===== config.mk =====
export PLATFORM = sky130hd
export DESIGN_NAME = hmt_ctrl
export DESIGN_NICKNAME = d
export VERILOG_FILES = /design/src/hmt_pkg.sv /design/src/hmt_ctrl.sv
export SDC_FILE = /design/constraint.sdc
export NUM_CORES = 1
export LEC_CHECK = 0
export ABC_AREA = 1
export BUFFER_PORTS_ARGS = -buffer_cell sky130_fd_sc_hd__buf_2
export CORE_MARGIN = 2
export CORE_UTILIZATION = 45
export CTS_CLUSTER_SIZE = 20
export DETAILED_ROUTE_END_ITERATION = 8
export GPL_TIMING_DRIVEN = 0
export PLACE_DENSITY = 0.8
export SYNTH_ARGS = -nofsm -noshare
export SYNTH_HDL_FRONTEND = slang
export SYNTH_SLANG_ARGS = --single-unit

===== constraint.sdc =====
create_clock -name clk -period 1.1 [get_ports clk]
set_input_delay 0.11 -clock clk [delete_from_list [all_inputs] [get_ports clk]]
set_output_delay 0.11 -clock clk [all_outputs]
set_load 0.005 [all_outputs]

===== src/hmt_pkg.sv =====
`default_nettype none
package hmt_pkg;
  localparam int unsigned DEPTH_DEF = 32;
  localparam int unsigned CNT_W = 6;

  localparam logic [1:0] CMD_MERGE = 2'd0;
  localparam logic [1:0] CMD_TICK  = 2'd1;
  localparam logic [1:0] CMD_LIST  = 2'd2;
  localparam logic [1:0] CMD_NOP   = 2'd3;

  localparam logic [2:0] ST_ADDED     = 3'd0;
  localparam logic [2:0] ST_UPDATED   = 3'd1;
  localparam logic [2:0] ST_UNCHANGED = 3'd2;
  localparam logic [2:0] ST_FULL      = 3'd3;
  localparam logic [2:0] ST_REMOVED   = 3'd4;
  localparam logic [2:0] ST_LIVE      = 3'd5;
  localparam logic [2:0] ST_DONE      = 3'd6;

  localparam logic [15:0] FAIL_RST   = 16'd5;
  localparam logic [15:0] REMOVE_RST = 16'd20;

  localparam logic ADDR_FAIL   = 1'b0;
  localparam logic ADDR_REMOVE = 1'b1;

  typedef struct packed {
    logic [1:0]  command;
    logic [31:0] member_id;
    logic [15:0] member_port;
    logic [31:0] member_heartbeat;
  } in_word_t;

  typedef struct packed {
    logic [2:0]  status;
    logic [31:0] entry_id;
    logic [15:0] entry_port;
    logic [31:0] entry_heartbeat;
    logic [31:0] local_clock;
    logic [5:0]  member_count;
    logic        last;
  } out_word_t;

  // controller -> datapath
  typedef struct packed {
    logic load;      // capture input word, clear scan state
    logic count;     // count removals ahead of a tick, advance index
    logic scan;      // examine current slot, advance index
    logic fin_merge; // apply merge decision
    logic fin_tick;  // advance clock
    logic emit;      // write output register from slot
    logic emit_done; // write done/merge result to output
  } cmd_t;

  // datapath -> controller
  typedef struct packed {
    logic scan_last;  // current index is the final slot
    logic slot_hit;   // current slot produces a result
  } sts_t;
endpackage
`default_nettype wire


===== src/hmt_ctrl.sv =====
`default_nettype none
module hmt_ctrl (
  input  wire logic        clk,
  input  wire logic        rst_n,
  input  wire logic        in_valid,
  output logic             in_ready,
  input  wire logic [1:0]  in_command,
  output logic             out_valid,
  input  wire logic        out_ready,
  output hmt_pkg::cmd_t    cmd,
  input  hmt_pkg::sts_t    sts
);
  import hmt_pkg::*;

  typedef enum logic [5:0] {
    S_IDLE  = 6'b000001,
    S_COUNT = 6'b000010,
    S_SCAN  = 6'b000100,
    S_EMIT  = 6'b001000,
    S_FIN   = 6'b010000,
    S_DONE  = 6'b100000
  } state_t;

  state_t state_r, state_nxt;
  logic [1:0] cmd_r, cmd_nxt;
  logic ovalid_r, ovalid_nxt;
  logic scan_end_r, scan_end_nxt;

  assign in_ready  = (state_r == S_IDLE) && !ovalid_r;
  assign out_valid = ovalid_r;

  always_comb begin
    state_nxt    = state_r;
    cmd_nxt      = cmd_r;
    ovalid_nxt   = ovalid_r && !out_ready;
    scan_end_nxt = scan_end_r;
    cmd          = '0;
    unique case (state_r)
      S_IDLE: begin
        if (in_valid && in_ready) begin
          cmd.load     = 1'b1;
          cmd_nxt      = in_command;
          scan_end_nxt = 1'b0;
          if (in_command == CMD_TICK) state_nxt = S_COUNT;
          else if (in_command == CMD_MERGE || in_command == CMD_LIST) state_nxt = S_SCAN;
          else state_nxt = S_DONE;
        end
      end
      S_COUNT: begin
        // the final count goes out with every removal word
        cmd.count = 1'b1;
        if (sts.scan_last) state_nxt = S_SCAN;
      end
      S_SCAN: begin
        cmd.scan     = 1'b1;
        scan_end_nxt = sts.scan_last;
        if (sts.slot_hit && cmd_r != CMD_MERGE) state_nxt = S_EMIT;
        else if (sts.scan_last) state_nxt = S_FIN;
      end
      S_EMIT: begin
        // hold the slot word until the output register is free
        if (!ovalid_r || out_ready) begin
          cmd.emit   = 1'b1;
          ovalid_nxt = 1'b1;
          state_nxt  = scan_end_r ? S_FIN : S_SCAN;
        end
      end
      S_FIN: begin
        cmd.fin_merge = (cmd_r == CMD_MERGE);
        cmd.fin_tick  = (cmd_r == CMD_TICK);
        state_nxt     = S_DONE;
      end
      S_DONE: begin
        if (!ovalid_r || out_ready) begin
          cmd.emit_done = 1'b1;
          ovalid_nxt    = 1'b1;
          state_nxt     = S_IDLE;
        end
      end
      default: state_nxt = S_IDLE;
    endcase
  end

  always_ff @(posedge clk) begin
    if (!rst_n) begin
      state_r    <= S_IDLE;
      ovalid_r   <= 1'b0;
      cmd_r      <= CMD_MERGE;
      scan_end_r <= 1'b0;
    end else begin
      state_r    <= state_nxt;
      ovalid_r   <= ovalid_nxt;
      cmd_r      <= cmd_nxt;
      scan_end_r <= scan_end_nxt;
    end
  end
endmodule
`default_nettype wire


; Word level (Yosys, flattened, before mapping)
; Cells that the tools add are included.
[op_classes]
n_eq_ne = 14
n_mux = 22
reduce_logical = 16
[op_table]
columns = cell, n
row1 = 6-bit two-way mux, 8
row2 = 6-bit case mux with 6 select lines, 1
row3 = 1-bit two-way mux, 10
row4 = "6-bit by 1-bit equality test with 1-bit output, second input constant", 1
row5 = "6-bit by 2-bit equality test with 1-bit output, second input constant", 1
row6 = "6-bit by 3-bit equality test with 1-bit output, second input constant", 1
row7 = "6-bit by 4-bit equality test with 1-bit output, second input constant", 1
row8 = "6-bit by 5-bit equality test with 1-bit output, second input constant", 1
row9 = "6-bit equality test, second input constant", 1
row10 = "2-bit != test, second input constant", 3
row11 = 5-bit two-way mux, 1
row12 = 5-bit AND reduction, 1
row13 = "2-bit by 1-bit equality test with 1-bit output, second input constant", 2
row14 = 1-bit logical AND, 4
row15 = 2-bit logical NOT, 2
row16 = 2-bit AND reduction, 2
row17 = 2-bit nonzero test, 2
row18 = "3-bit != test, second input constant", 1
row19 = "2-bit equality test, second input constant", 1
row20 = 1-bit logical NOT, 2
row21 = 1-bit logical OR, 2
row22 = 2-bit two-way mux, 1
row23 = "2-bit by 1-bit != test with 1-bit output, second input constant", 1
row24 = 1-bit case mux with 2 select lines, 1
row25 = 2-bit OR reduction, 1
[word_totals]
register_bits = 10
output_inout_bits = 9
elab_cells = 56

; Depth between registers and ports, before layout
[logic_depth]
word_depth = 6
mapped_depth = 10
mapped_depth_nobuf = 10

; Least setup slack after synthesis
; OpenSTA, ideal clock, no wires.
[synth_path]
path_type = flip-flop to flip-flop
startpoint = register state_r[5]
endpoint = register cmd_r[0]
setup_ns = 0.119
t_arrival_ns = 1.094
path_slack_ns = -0.113
path_stages_with_launch = 7
path_buffers = 0
path_cell_list = dfxtp_1 nor2_4 nand3_2 nor2_2 nand2_2 o21ai_0 a21oi_1
[synth_between]
elab_chain_len = 4
[synth_rtl]
columns = element, line_no
row1 = from (decl), hmt_ctrl.sv:24  ; state_t state_r, state_nxt;
row2 = from (signal assigned), hmt_ctrl.sv:91  ; state_r <= state_nxt;
row3 = 6-bit by 1-bit equality test with 1-bit output, hmt_ctrl.sv:29  ; assign in_ready = (state_r == S_IDLE) && !ovalid_r;
row4 = 1-bit logical AND, hmt_ctrl.sv:29
row5 = via in_ready, hmt_ctrl.sv:6  ; output logic in_ready,
row6 = 1-bit logical AND, hmt_ctrl.sv:40  ; if (in_valid && in_ready) begin
row7 = 2-bit AND reduction (no source line), n/a
row8 = to (signal assigned), hmt_ctrl.sv:93  ; cmd_r <= cmd_nxt;
row9 = to (decl), hmt_ctrl.sv:25  ; logic [1:0] cmd_r, cmd_nxt;
; The timed path passes the listed nets, and every way through them passes these cells.
; A chain may end at the register's enable or synchronous reset.

==> results.yml <==
logic_synthesis:
  yosysUniqueCellTypes: 20
  yosys_warnings: 0
  syn_nets: 108
  yosys-top-cells-area: "dfxtp_1 30%, inv_1 9.6%, nand2_1 8.4%"
  synth_area_um2: 666.9
  avgSynthCellArea_um2: 6.669
  synth_top_area_share_pct: 30.02
  yosysTopAreaCell: "dfxtp_1"
  ys_ff_latch: 10
  syn-instance-count: 100
  yosysSeqAreaShare_pct: 30.02
power_and_ir_drop:
  leakage_uw: 0.0005158
  fin_total_pwr_uw: 2209
  p_seq_share_pct: 26.3
  switchingPower_uw: 1018
  power_frac_comb_pct: 62.5
  p_clk_share_pct: 11.2
  powerDensity_nw_per_um2: 2143
  vdd_drop_max_uv: 1292
  p_int_uw: 1191
  switching_share_pct: 46.08
die:
  coreArea_um2: 1350
  die_w_um: 42.50
  die_h_um: 42.50
  die_area_um2: 1806
  start_util_pct: 49.40
  row_count: 13
  design.portCount: 17
timing:
  rsz0062_at_grt: "yes"
  slew_headroom_pct: 79.31
  clock.fmax_mhz: 710.4
  hold_violations: 0
  worstMarginPinSlew_ns: 0.3083
  tns_ns: -3.744
  slew_violations: 0
  hold_slack_ns: 0.1192
  finalSetupViolations: 17
  period_share_pct: 128.0
  setup_slack_ns: -0.3077
  skew_ns: 0.006169
  period_minus_slack_ns: 1.408
clock_network:
  cts_tree: "yes"
  clk_pin_slew_ns: 0.06
  clock_path_buffers: 2
  clk-insertion-delay-late_ns: 0.27
  numCtsBuffers: 3
  holdBufCountCts: 0
  cts-root-buf: "clkbuf_4"
  clock-sinks: 10
  ctsHtreeMaxLevel: 1
layout:
  areaGrowthSynthToFinish_pct: 54.60
  drive_gt1_share_pct: 58.33
  fillCellCount: 94
  final_core_utilization_pct: 76.37
  fin_nets: 142
  diodes: 0
place:
  hpwl_mm: 1.223
  place_congestion: 0.9000
  io_buffers: 16
worst_setup_path:
  cp_max_fo: 5
  cp_data_arrival_time_ns: 1.30
  worstPathRequired_ns: 0.99
  critPathCaptureType: "output pin"
  r2r_cells: 8
  critPathLaunchType: "flop"
  worstSetupPathType: "flop to output pin"
detailed_routing:
  num_vias: 833
  dr.pass1.iters: 4
  totalWireLength_mm: 2.184
  drc_errors: 0
  viasPerCell: 5.667
  ant_nets: 0
  wl_per_cell_um: 14.86
  drt_iter0_markers: 21
global_route:
  antenna_found_initial: 0
  gr-total-overflow: 0
  grt_pass1_vias: 773
  grt_pass1_wl_mm: 3.222
  grt_max_degree: 8
  track_usage_pct: 23.88
outcome:
  outcome: "finished, violations left"
  violations: "setup timing"
run:
  drv_cap: 0
worst_hold_path:
  worstHoldPathType: "input pin to flop"
  min_delay_path_depth: 3
[state kept, by name (all words and copies together), names as in the netlist]
| signal | cells |
|---|---|
| state_r | 6 |
| cmd_r | 2 |
| out_valid | 1 |
| scan_end_r | 1 |
[metrics by stage]
stage	cell area [um^2]	instances	setup WS, ns
finish	1031	147	-0.3077
global route	1031	147	-0.3673
CTS	970.9	144	-0.2470
detailed placement	797.0	131	-0.2271
global placement	797.0	131	-0.2202
floorplan	698.2	100	-0.07627
[metal layers]
metal	GRT usage [%]	routed length (um)	vias up
met3	9.914	168	4
met4	10.00	23	0
met5	0	0	-
li1	-	-	390
met2	40.62	1177	40
met1	25.77	815	399
[cells by family (layout without fill, tap and decap cells)]
group / count (synthesis) / in the layout / share of synthesized area, %
simple gates: 59 / 59 / 46.90
buf+inv: 18 / 50 / 10.32
compound gates: 13 / 13 / 12.76
flops: 10 / 10 / 30.02
[synthesized netlist by cell type]
cell type / instances
nand2_2: 2
nor2_2: 3
nand3_1: 10
clkinv_2: 1
dfxtp_1: 10
nor3_2: 1
a21oi_1: 3
nor2_1: 15
inv_1: 17
a21oi_4: 1
o21ai_0: 6
nand3_2: 3
nand2_4: 1
nor3_1: 3
nor2_4: 3
o21a_1: 1
nand4_1: 3
o211ai_1: 1
nand2_1: 15
a32oi_1: 1
[worst paths after layout]
path	startpoint	end	slack, ns
worst max register to register	state_r[3]	state_r[5]	-0.26
worst min register to register	scan_end_r	scan_end_r	0.50
worst min-delay path	sts[1]	scan_end_r	0.12
worst max-delay path	state_r[3]	cmd[2]	-0.31
[power by group through the flow]
stage | logic [uW] | clock network [uW] | registers [uW]
floorplan | 759 | 0 | 533
finish | 1380 | 247 | 582
global placement | 933 | 0 | 543
detailed placement | 951 | 0 | 549
global route | 1500 | 272 | 590
CTS | 1270 | 249 | 568
[layout by cell type, fill, tap and decap left out, drive strengths merged]
cell type  netlist  routed
o21a             1       1
clkinv           1       1
nand4            3       3
clkbuf           0       3
buf              0      29
a32oi            1       1
nor2            21      21
inv             17      17
o21ai            6       6
a21oi            4       4
nor3             4       4
nand3           13      13
dfxtp           10      10
o211ai           1       1
nand2           18      18
[repair_timing]
item,CTS,global route
pin swaps,7,4
buffers inserted,10,3
endpoints found under the setup margin,17,18
resized for setup,28,11
[critical path, cell delays in order, from the launching register on]
cell and delay, ns:
dfxtp_4 0.35, nor2_4 0.19, nand3_2 0.17, nor3_2 0.18, buf_2 0.15
[cell type report]
cell class / count / area [um^2] / share of cell area, %
Clock buffer: 3 / 22.52 / 2.184
Timing Repair Buffer: 29 / 198.9 / 19.30
Inverter: 18 / 68.82 / 6.675
Multi-Input combinational cell: 72 / 508.0 / 49.27
Sequential cell: 10 / 214.0 / 20.75
Tap cell: 15 / 18.77 / 1.820
Note: power is estimated with default switching activity, not from simulation.
